## config.mk

```make
export PLATFORM = sky130hd
export DESIGN_NAME = bba_ram
export DESIGN_NICKNAME = d
export VERILOG_FILES = /design/src/sv/bba_ram.sv
export SDC_FILE = /design/constraint.sdc
export NUM_CORES = 2
export LEC_CHECK = 0
export BUFFER_PORTS_ARGS = -buffer_cell sky130_fd_sc_hd__buf_2
export CAP_MARGIN = 20
export CELL_PAD_IN_SITES_DETAIL_PLACEMENT = 0
export CELL_PAD_IN_SITES_GLOBAL_PLACEMENT = 1
export CORE_MARGIN = 1.5
export CORE_UTILIZATION = 62
export CTS_BUF_LIST = sky130_fd_sc_hd__clkbuf_4 sky130_fd_sc_hd__clkbuf_8 sky130_fd_sc_hd__clkbuf_16
export CTS_CLUSTER_SIZE = 10
export DETAILED_ROUTE_END_ITERATION = 8
export GPL_TIMING_DRIVEN = 0
export MAX_ROUTING_LAYER = met4
export PLACE_DENSITY_LB_ADDON = 0.12
export SETUP_SLACK_MARGIN = 0.1
export SYNTH_ARGS = -nofsm -noshare
export SYNTH_HDL_FRONTEND = slang
export SYNTH_SLANG_ARGS = --single-unit
```

## constraint.sdc

```tcl
create_clock -name clk -period 11.2 [get_ports clk]
set_input_delay 1.68 -clock clk [delete_from_list [all_inputs] [get_ports clk]]
set_output_delay 1.68 -clock clk [all_outputs]
set_load 0.005 [all_outputs]
```

## src/sv/bba_ram.sv

```systemverilog
// generic single-clock ram, one write port and one registered read port
module bba_ram #(
  parameter int WIDTH = 32,
  parameter int DEPTH = 128
) (
  input  logic                     clk,
  input  logic                     we,
  input  logic [$clog2(DEPTH)-1:0] waddr,
  input  logic [WIDTH-1:0]         wdata,
  input  logic [$clog2(DEPTH)-1:0] raddr,
  output logic [WIDTH-1:0]         rdata
);

  logic [WIDTH-1:0] mem [DEPTH];

  always_ff @(posedge clk) begin
    if (we) begin
      mem[waddr] <= wdata;
    end
    rdata <= mem[raddr];
  end

endmodule

```

==> impl_metrics.toml <==
[power_and_ir_drop]
net-switching-power_uw = 6580
irDropWorstVdd_uv = 155.8
pwr-share-seq_pct = 53.8
cellInternalPower_uw = 25190
cellPowerDensity_nw_per_um2 = 178.0
clock_group_share_of_total_power_pct = 40.6
combPwrFrac_pct = 5.6
swShare_pct = 20.71
p_leak_uw = 0.05488

[global_routing]
grt_first_pass_wirelength_um = 553400
via_count_of_the_first_global_routing_pass = 71410
pin_count_of_the_biggest_net_entering_global_routing = 105
initial_antenna_violation_count = 57
overflow = 0
grt_usage_pct = 32.66

[synthesis]
ys_warnings = 0
synthFlopType = "sky130_fd_sc_hd__edfxtp_1"
yosys.cell_types.count = 17
yosys_register_bits = 4128
synth-seq-area-share_pct = 79.12
postSynthNetCount = 6038
synth_most_common_cell = "sky130_fd_sc_hd__edfxtp_1"
synthesis.area_um2 = 156300
synth_area_leader_cell = "sky130_fd_sc_hd__edfxtp_1"
syn_avg_cell_area_um2 = 26.09
synth_enable_flop_cells = 4096
netlist_top_cells_area = "sky130_fd_sc_hd__edfxtp_1, sky130_fd_sc_hd__mux4_2, sky130_fd_sc_hd__clkbuf_1, sky130_fd_sc_hd__dfxtp_1, sky130_fd_sc_hd__nor2_1"
synthDominantCellAreaShare_pct = 78.71
yosys-top-cells-count = "sky130_fd_sc_hd__edfxtp_1, sky130_fd_sc_hd__mux4_2, sky130_fd_sc_hd__clkbuf_1"
postSynth.asyncResetShare_pct = 0
post_synth_inst_count = 5990

[setup_path]
ff2ff_setup_slack_ns = 8.46
timing_worst_setup_path_type = "input port to flop"
crit_path_start = "raddr[2]"
critical_path_arrival_ns = 6.26
crit_path_start_kind = "input port"
worstReg2RegStart = "mem[20][7]"
worst-endpoint-required_ns = 12.06
critical_path_peak_fanout = 10
setup.worst_path.end_class = "flop"
r2r.worst_path.cells = 4
critical_r2r_capture = "rdata[7]"

[cts]
cts-root-to-sink-buffers = 4
cts_resized = 0
cts_inserted_buffers = 465
clock_tree.root_cell = "sky130_fd_sc_hd__clkbuf_16"
count_of_hold_fix_buffers_inserted_at_cts = 0
cts_setup_buffers = 0
clock_insertion_delay_worst_skew_ns = 1.01
cts_num_sinks = 4128
cts_tree = "done"
cts.htree.levels = 5
cts.clk_slew.worst_paths_ns = 0.06

[min_path]
holdPathStages = 1
hold_path_startpoint = "wdata[0]"
hold_path.class = "input port to flop"
holdPathEnd = "mem[67][0]"

[timing]
timing_worst_slew_pin_value_ns = 1.201
period_share_pct = 48.22
fin_max_slew_vios = 0
final_count_of_hold_timing_violations = 0
period_needed_ns = 5.401
max_freq_mhz = 185.2
grt_setup_unrepaired = "false"
max-slew-margin-rel_pct = 19.90
fin_tns_setup_ns = 0
fin_skew_ns = 0.03538
report.final.setup_viol = 0

[floorplanning]
rows = 184
io-pin-count = 80
die_area_um2 = 255100
placeableCoreArea_um2 = 250900
initial_utilization_pct = 62.28
die_h_um = 505.1
dieWidth_um = 505.1

[finish]
fillCellCount = 14210
nets = 6785
area_growth_pct = 14.24
postLayoutCellArea_um2 = 178500
post_route_cells_drive_above_1_share_pct = 35.68

[job]
maxCapViolCount = 0

[placement]
gp_congestion = 0.9744
dpl-instance-area_um2 = 166000
post-dp-hpwl_um = 262200
numPortBuffers = 68

[status]
run_status = "complete, no violations"

[drt]
route.detailed.vias_per_inst = 7.026
routed-via-count = 71670
ant_nets = 0
wirelength_um = 397300
first_pass_drt_iterations = 8
remaining_drcs = 0
wire_per_inst_um = 38.95
detailedRoute.firstIterationViolations = 10660
[layout by cell type, fill, tap and decap left out, types with 7 or more instances in the layout]
| cell type | count |
|---|---|
| sky130_fd_sc_hd__buf_4 | 36 |
| sky130_fd_sc_hd__buf_8 | 19 |
| sky130_fd_sc_hd__inv_6 | 12 |
| sky130_fd_sc_hd__buf_16 | 64 |
| sky130_fd_sc_hd__dfxtp_1 | 32 |
| sky130_fd_sc_hd__buf_2 | 117 |
| sky130_fd_sc_hd__clkbuf_4 | 54 |
| sky130_fd_sc_hd__nand2_1 | 14 |
| sky130_fd_sc_hd__edfxtp_1 | 4096 |
| sky130_fd_sc_hd__nor3_2 | 9 |
| sky130_fd_sc_hd__mux2_2 | 32 |
| sky130_fd_sc_hd__clkbuf_1 | 158 |
| sky130_fd_sc_hd__buf_1 | 48 |
| sky130_fd_sc_hd__buf_6 | 35 |
| sky130_fd_sc_hd__clkbuf_2 | 24 |
| sky130_fd_sc_hd__buf_12 | 95 |
| sky130_fd_sc_hd__clkbuf_16 | 466 |
| sky130_fd_sc_hd__mux4_2 | 1344 |
| sky130_fd_sc_hd__nor2_4 | 119 |
| sky130_fd_sc_hd__nand3_1 | 12 |
| sky130_fd_sc_hd__diode_2 | 45 |
| sky130_fd_sc_hd__nor2b_1 | 7 |
[cells by family after synthesis]
| family | synth area share [%] |
|---|---|
| buffers and inverters | 0.8391 |
| muxes | 19.60 |
| and+or+nand+nor | 0.4460 |
| DFF | 79.12 |
[routing by layer]
metal | routed length [µm] | share of wire (%) | up-vias | GRT usage (%)
li1 | - | - | 27720 | -
met1 | 149900 | 38 | 39040 | 46.64
met2 | 187100 | 47 | 4355 | 47.44
met3 | 48120 | 12 | 550 | 8.516
met4 | 12220 | 3.1 | 0 | 9.941
met5 | 0 | 0 | - | -
[critical path, stage by stage]
cell and delay (ns):
sky130_fd_sc_hd__clkbuf_1 0.36, sky130_fd_sc_hd__buf_2 0.45, sky130_fd_sc_hd__clkbuf_2 0.83, sky130_fd_sc_hd__clkbuf_1 0.72, sky130_fd_sc_hd__mux4_2 0.42, sky130_fd_sc_hd__mux4_2 0.62, sky130_fd_sc_hd__mux4_2 0.70, sky130_fd_sc_hd__mux2_2 0.40
[metrics by stage]
| stage | total power, µW | setup slack, ns | utilization [%] | std cells | hold WS, ns |
|---|---|---|---|---|---|
| floorplan | 18230 | 6.281 | - | 5990 | 1.074 |
| global placement | 19050 | 2.781 | 64.08 | 9406 | 1.148 |
| detailed placement | 19140 | 4.898 | 66.17 | 9608 | 1.160 |
| CTS | 31880 | 5.941 | 71.04 | 10150 | 1.053 |
| global route | 32520 | 5.880 | 71.13 | 10180 | 1.070 |
| finish | 31770 | 5.799 | 71.15 | 10200 | 1.112 |
[sequential cells by signal (all words and copies together) (netlist names)]
signal,cells
mem,4096
rdata,32
[cell type report]
cell class | instances | area, µm² | area share [%]
diodes | 45 | 112.6 | 0.06307
repair buffers | 280 | 4748 | 2.660
clock inverters | 18 | 172.7 | 0.09671
multi-input cells | 1546 | 32260 | 18.07
plain buffers | 316 | 1344 | 0.7527
clock buffers | 520 | 12070 | 6.759
flip-flops and latches | 4128 | 123600 | 69.25
well taps | 3348 | 4189 | 2.346
[how the worst max path moves through the flow]
stage                  end  slack [ns]  cells after the start
2_1_floorplan   mem[98][0]        6.28                      3
3_3_place_gp   mem[86][18]        2.78                      4
3_5_place_dp      rdata[6]        4.90                      8
4_1_cts           rdata[4]        5.94                      8
5_1_grt          rdata[20]        5.88                      8
6_report         rdata[20]        5.80                      8
[power by group through the flow]
stage	combinational [µW]	sequential, µW	clock, µW
after global routing	1820	17100	13600
after global placement	1620	17400	0
after detailed placement	1730	17400	0
after floorplan	823	17400	0
final	1770	17100	12900
after CTS	1740	17100	13000
Power figures use the tool's default switching activity.
