`src/sv/bba_pkg.sv`:
```
// shared constants, payload types and status codes for the bitmap block allocator
package bba_pkg;

  localparam int MAX_BLOCKS    = 4096;
  localparam int MAP_WORD_BITS = 32;
  localparam int MAP_WORDS     = MAX_BLOCKS / MAP_WORD_BITS;
  localparam int WORD_IDX_W    = $clog2(MAP_WORDS);
  localparam int BIT_IDX_W     = $clog2(MAP_WORD_BITS);
  localparam int BIT_CNT_W     = BIT_IDX_W + 1;
  localparam int BLOCK_W       = 12;
  localparam int TOTAL_W       = 13;
  localparam int STATUS_W      = 2;

  localparam logic [TOTAL_W-1:0] TOTAL_RESET = TOTAL_W'(4096);
  localparam logic [TOTAL_W-1:0] LIMIT_MAX   = TOTAL_W'(MAX_BLOCKS);

  localparam logic KIND_ALLOC = 1'b0;
  localparam logic KIND_FREE  = 1'b1;

  typedef enum logic [STATUS_W-1:0] {
    STATUS_OK          = 2'd0,
    STATUS_OUT         = 2'd1,
    STATUS_DOUBLE_FREE = 2'd2
  } status_t;

  typedef logic [MAP_WORD_BITS-1:0] word_t;

  typedef struct packed {
    logic               kind;
    logic [BLOCK_W-1:0] block_number;
  } req_t;

  typedef struct packed {
    logic [BLOCK_W-1:0] allocated_block;
    status_t            status;
  } resp_t;

endpackage

```
`src/sv/bba_word_scan.sv`:
```
// priority encoder: lowest clear bit of one map word among its first nvalid bits
module bba_word_scan (
  input  bba_pkg::word_t                   word,
  input  logic [bba_pkg::BIT_CNT_W-1:0]    nvalid,
  output logic                             found,
  output logic [bba_pkg::BIT_IDX_W-1:0]    bit_idx
);
  import bba_pkg::*;

  always_comb begin
    found   = 1'b0;
    bit_idx = '0;
    // walk down so the lowest hit wins
    for (int i = MAP_WORD_BITS - 1; i >= 0; i--) begin
      if (!word[i] && (BIT_CNT_W'(i) < nvalid)) begin
        found   = 1'b1;
        bit_idx = BIT_IDX_W'(i);
      end
    end
  end

endmodule
```
`config.mk`:
```
export PLATFORM = sky130hd
export DESIGN_NAME = bba_word_scan
export DESIGN_NICKNAME = d
export VERILOG_FILES = /design/src/sv/bba_pkg.sv /design/src/sv/bba_word_scan.sv
export SDC_FILE = /design/constraint.sdc
export NUM_CORES = 1
export LEC_CHECK = 0
export ABC_AREA = 1
export CORE_MARGIN = 2
export CORE_UTILIZATION = 40
export DETAILED_ROUTE_END_ITERATION = 10
export DONT_BUFFER_PORTS = 1
export SETUP_SLACK_MARGIN = 0.02
export SYNTH_ARGS = -nofsm -noshare
export SYNTH_HDL_FRONTEND = slang
export SYNTH_SLANG_ARGS = --single-unit
```
`constraint.sdc`:
```
create_clock -name vclk -period 3.14
set_input_delay 0.314 -clock vclk [all_inputs]
set_output_delay 0.314 -clock vclk [all_outputs]
set_load 0.02 [all_outputs]
```
==> metrics.md, run 1 <==
| Metric | Value |
|---|---|
| Status | finished clean |
| Leak Pwr | 0.483 nW |
| Starting Density | 42.1% |
| FF+latch count | 0 |
| Setup_tns | 0 ns |
| Hold Path End | bit_idx[1] |
| First-pass GRT wire length | 4040 um |
| GRT overflow | 0 |
| Number of distinct library cells after synthesis | 23 |
| Pre-Repair DR Iteration Count | 4 |
| Final Setup Violations | 0 |
| Hold Fails Final Rpt | 0 |
| PortBufs | 0 |
| Mean area per synthesized cell | 4.55 sq um |
| Starting DRT DRC Count | 24 |
| Power per standard cell area | 131 nW/um^2 |
| Share of cells above drive strength 1 | 11.6% |
| Warnings from Yosys | 0 |
| Placed inst area | 852 sq um |
| Die area | 2420 sq um |
| Maxcap violations | 0 |
| Die Span Y | 49.2 um |
| DRT Wirelength | 2370 um |
| Fin nets | 221 |
| Io pins | 44 |
| Detailed Place HPWL | 2100 um |
| Drt via density | 5.10 |
| Sequential area share after synthesis | 0% |
| Worst-path fanout max | 6 |
| Slew headroom | 64.8% |
| Area grow syn2layout | 4.13% |
| Area of the multi-input gates | 679 sq um |
| Design area | 852 sq um |
| Synthesized cell area | 818 sq um |
| Post-route ant nets | 0 |
| Die Width | 49.2 um |
| WHS | 0.897 ns |
| Tightest Pin Transition | 0.525 ns |
| CORE AREA | 1940 sq um |
| Vias in the first global route | 994 |
| Hold buffers post-CTS | 0 |
| Critical Path RT | 2.83 ns |
| Post-CTS Setup Inserts | 0 |
| Syn nets | 218 |
| Max frequency | 383 MHz |
| Largest net degree at the start of global routing | 10 |
| Vias | 1060 |
| Worst Hold Class | in -> out |
| Final Cycle Share | 83.2% |
| Diodes inserted | 0 |
| Drt wl/cell | 11.4 um |
| Initial antenna violation count | 0 |
| Setup repair after global routing missed its margin | no |
| Max VDD drop | 0.0565 mV |
| WP data arrival | 2.30 ns |
| Max-slew violation count | 0 |
| DRC Markers | 0 |
| CP Class | in -> out |
| Post-cts resize count | 0 |
| Minimum clock period | 2.61 ns |
| Min-Delay Startpoint | nvalid[1] |
| Setup crit end kind | primary output |
| Cells after Synth | 180 |
| FF/Latch Area | 0 sq um |
| Row count | 16 |
| Fill cells | 239 |
| Total global-route track usage | 20.2% |
| Routability cong. | 0.895 |
| Final-layout clock buffer total | 0 |
| Startpoint Class | input port |
| Hold Path Depth | 3 |
-- power by group --
| group | internal (mW) | total (mW) | switching (mW) |
|---|---|---|---|
| Combinational | 0.0405 | 0.112 | 0.0715 |
| Clock | 0 | 0 | 0 |
| Sequential | 0 | 0 | 0 |
-- worst max-delay path: stages --
cell	delay, ns
nor2_1	0.20
inv_2	0.07
nor2_1	0.33
inv_2	0.10
nor2_1	0.16
inv_1	0.09
o21ai_0	0.24
nand2_1	0.11
nor2_1	0.19
nand2_1	0.12
nor3_1	0.19
buf_4	0.17
-- worst max path at each step --
stage | cells after the start | to | slack (ns) | start
2_1_floorplan | 12 | bit_idx[4] | 0.68 | nvalid[5]
3_3_place_gp | 11 | bit_idx[1] | 0.57 | nvalid[0]
3_5_place_dp | 12 | bit_idx[4] | 0.56 | nvalid[5]
4_1_cts | 12 | bit_idx[4] | 0.56 | nvalid[5]
5_1_grt | 12 | bit_idx[4] | 0.26 | nvalid[5]
6_report | 12 | bit_idx[4] | 0.53 | nvalid[5]
-- routing by layer --
metal / global-route usage [%] / share of wire [%] / vias up / routed length, um
li1: - / - / 571 / -
met4: 0 / 0 / 0 / 0
met5: 0 / 0 / - / 0
met2: 39.4 / 49 / 31 / 1150
met1: 23.6 / 45 / 458 / 1060
met3: 3.68 / 6.7 / 0 / 159
-- Yosys cell counts (all sizes together) --
cell,count,area (sq um)
inv,31,116
a31oi,6,37.5
nor3,3,15.0
nand3,3,20.0
a21boi,1,7.51
o21bai,4,30.0
nor2,42,160
nand2,60,233
nor4,1,6.26
o21a,2,15.0
nand4,1,6.26
o211ai,1,7.51
or2,3,18.8
a211o,3,30.0
buf,2,22.5
o21ai,16,83.8
a21oi,1,8.76
-- through the flow --
step	worst slack, ns	total power [mW]	util (%)	cells
global route	0.256	0.129	43.9	208
finish	0.527	0.112	43.9	208
detailed placement	0.561	0.111	43.9	208
floorplan	0.679	0.0959	-	180
global placement	0.568	0.109	43.9	208
CTS	0.555	0.112	43.9	208
-- cell usage in the layout, fill, tap and decap left out, types with 4 or more instances in the layout --
master	synthesis	routed
nor2_1	41	41
inv_1	26	26
a31oi_1	6	6
o21ai_0	14	14
o21bai_1	4	4
nand2_1	57	57
inv_2	5	5
-- cell families (layout without fill, tap and decap cells) --
group                  count (synthesis)  count (layout)  share of synthesized area, %
AOI/OAI and AO/OA                     34              34                          26.9
and+or+nand+nor                      113             113                          56.1
buffers and inverters                 33              34                          17.0
-- layout make-up --
class	count	area share (%)
Multi-Input combinational cell	147	79.7
Timing Repair Buffer	3	2.64
Tap cell	27	3.96
Inverter	31	13.7
Power figures use the tool's default switching activity.
==> run 2: changes to the inputs <==
Clock period 3.14 ns to 2.4 ns, I/O delays scaled along.
==> metrics.md, run 2 (synthesis gave the netlist of run 1 again) <==
| Metric | Value |
|---|---|
| Status | finished, violations left |
| Failing checks | negative setup slack |
| Final core utilization | 48.1% (+4.3 points) |
| Starting DRT DRC Count | 31 (+29%) |
| WHS | 0.821 ns (-0.0758 ns) |
| Hold Path Depth | 5 (+2) |
| Fin nets | 229 (+3.6%) |
| GRT overflow | 0 (unchanged) |
| Post-route ant nets | 0 (unchanged) |
| Drt wl/cell | 11.6 um (+1.4%) |
| Pre-Repair DR Iteration Count | 4 (unchanged) |
| Diodes inserted | 0 (unchanged) |
| Final WS setup | -0.0236 ns (-0.551 ns) |
| Final Setup Violations | 1 (+1) |
| Setup_tns | -0.0236 ns (-0.0236 ns) |
| Io pins | 44 (unchanged) |
| Hold Fails Final Rpt | 0 (unchanged) |
| Final-layout clock buffer total | 0 (unchanged) |
| Initial antenna violation count | 0 (unchanged) |
| Final non-filler cell total | 216 (+3.8%) |
| CORE AREA | 1940 sq um (unchanged) |
| Placed instance count | 215 (+3.4%) |
| Tightest Pin Transition | 0.385 ns (-0.140 ns) |
| Final Cycle Share | 101% |
| Die area | 2420 sq um (unchanged) |
| Most common cell after layout, fill and taps aside | nand2_1 |
| FF/Latch Area | 0 sq um (unchanged) |
| Largest net degree at the start of global routing | 11 (+1) |
| Row count | 16 (unchanged) |
| Startpoint Class | input port |
| Vias in the first global route | 1093 (+10%) |
| Maxcap violations | 0 (unchanged) |
| Routability cong. | 0.924 (+3.3%) |
| Slowest cell on crit path | buf_4 |
| Die Span Y | 49.2 um (unchanged) |
| PortBufs | 0 (unchanged) |
| Detailed Place HPWL | 2160 um (+2.8%) |
| Drt via density | 5.29 (+3.8%) |
| First-pass GRT wire length | 4300 um (+6.3%) |
| Critical path's most frequent cell | nand2_1 |
| WP data arrival | 2.18 ns (-0.12 ns) |
| Setup repair after global routing missed its margin | yes |
| Most frequent cells in the layout | 54 x nand2_1, 37 x nor2_1, 26 x inv_1 |
| Worst-path fanout max | 4 (-2) |
| Share of cells above drive strength 1 | 19.0% (+7.4 points) |
| CP Class | in -> out |
| Crit-path leading delay family | simple AND/OR/NAND/NOR gates |
| Stages on the worst setup path | 30 (+18) |
| Total global-route track usage | 21.1% (+0.96 points) |
| Max-slew violation count | 0 (unchanged) |
| Worst Hold Class | in -> out |
| Vias | 1143 (+7.8%) |
| Crit path largest cell delay | 0.15 ns (-0.18 ns) |
| DRT Wirelength | 2500 um (+5.3%) |
| Area grow syn2layout | 14.2% |
| Hold buffers post-CTS | 0 (unchanged) |
| Crit path buffers/inverters | 2 (-2) |
| Max frequency | 413 MHz |
| FF+latch count | 0 (unchanged) |
| Power per standard cell area | 173 nW/um^2 (+32%) |
| Max VDD drop | 0.0672 mV (+19%) |
| Critical Path RT | 2.16 ns (-0.67 ns) |
| DRC Markers | 0 (unchanged) |
| Minimum clock period | 2.42 ns |
| Die Width | 49.2 um (unchanged) |
| Slew headroom | 74.1% (+9.3 points) |
| Starting Density | 42.1% (unchanged) |
| Leak Pwr | 0.524 nW (+8.5%) |
| Setup crit end kind | primary output |
[run 2: changes by cell type in the layout (fill, tap and decap cells not counted), moves of 3 or more]
cell     delta
buf_4       +8
nor2_1      -4
nand2_1     -3
nand2_2     +3
nor2_2      +3
[run 2: routing by layer]
metal | GRT usage [%] | vias up | routed length (um)
met5 | 0 | - | 0
met4 | 3.81 | 0 | 19
met3 | 3.07 | 2 | 190
met2 | 38.5 | 42 | 1200
met1 | 26.0 | 512 | 1080
li1 | - | 587 | -
[run 2: final timing paths]
kind	from	to	slack [ns]
min	word[0]	bit_idx[0]	0.82
max	nvalid[5]	bit_idx[0]	-0.02
[run 2: metrics by stage]
step / power [mW] / area [sq um] / setup WS, ns
4_1_cts: 0.159 / 930 / 0.0209
5_1_grt: 0.186 / 935 / -0.336
6_report: 0.162 / 935 / -0.0236
2_1_floorplan: 0.125 / 818 / 0.0873
3_5_place_dp: 0.154 / 905 / -0.0307
3_3_place_gp: 0.149 / 905 / 0.107
[run 2: cell type report]
type / count / area [sq um]
well taps: 27 / 33.8
inverters: 31 / 116
fillers: 241 / 1010
repair buffers: 11 / 82.6
multi-input cells: 147 / 702
[run 2: timing repair]
item                                    in CTS  in global routing
pin swaps                                    2                  1
endpoints found under the setup margin       1                  6
resized for setup                            6                  3
endpoints found under the hold margin        0                  0
setup buffers                                1                  0
[run 2: tightest hold or removal path, stage by stage]
cell and delay (ns):
inv_1 0.03, o21ai_1 0.07, inv_1 0.06, a21oi_2 0.03, buf_4 0.14
[run 2: where the power goes]
part           switching, mW  internal (mW)  total [mW]
registers                  0              0           0
logic                 0.0993         0.0622       0.162
clock network              0              0           0
total                 0.0993         0.0622       0.162
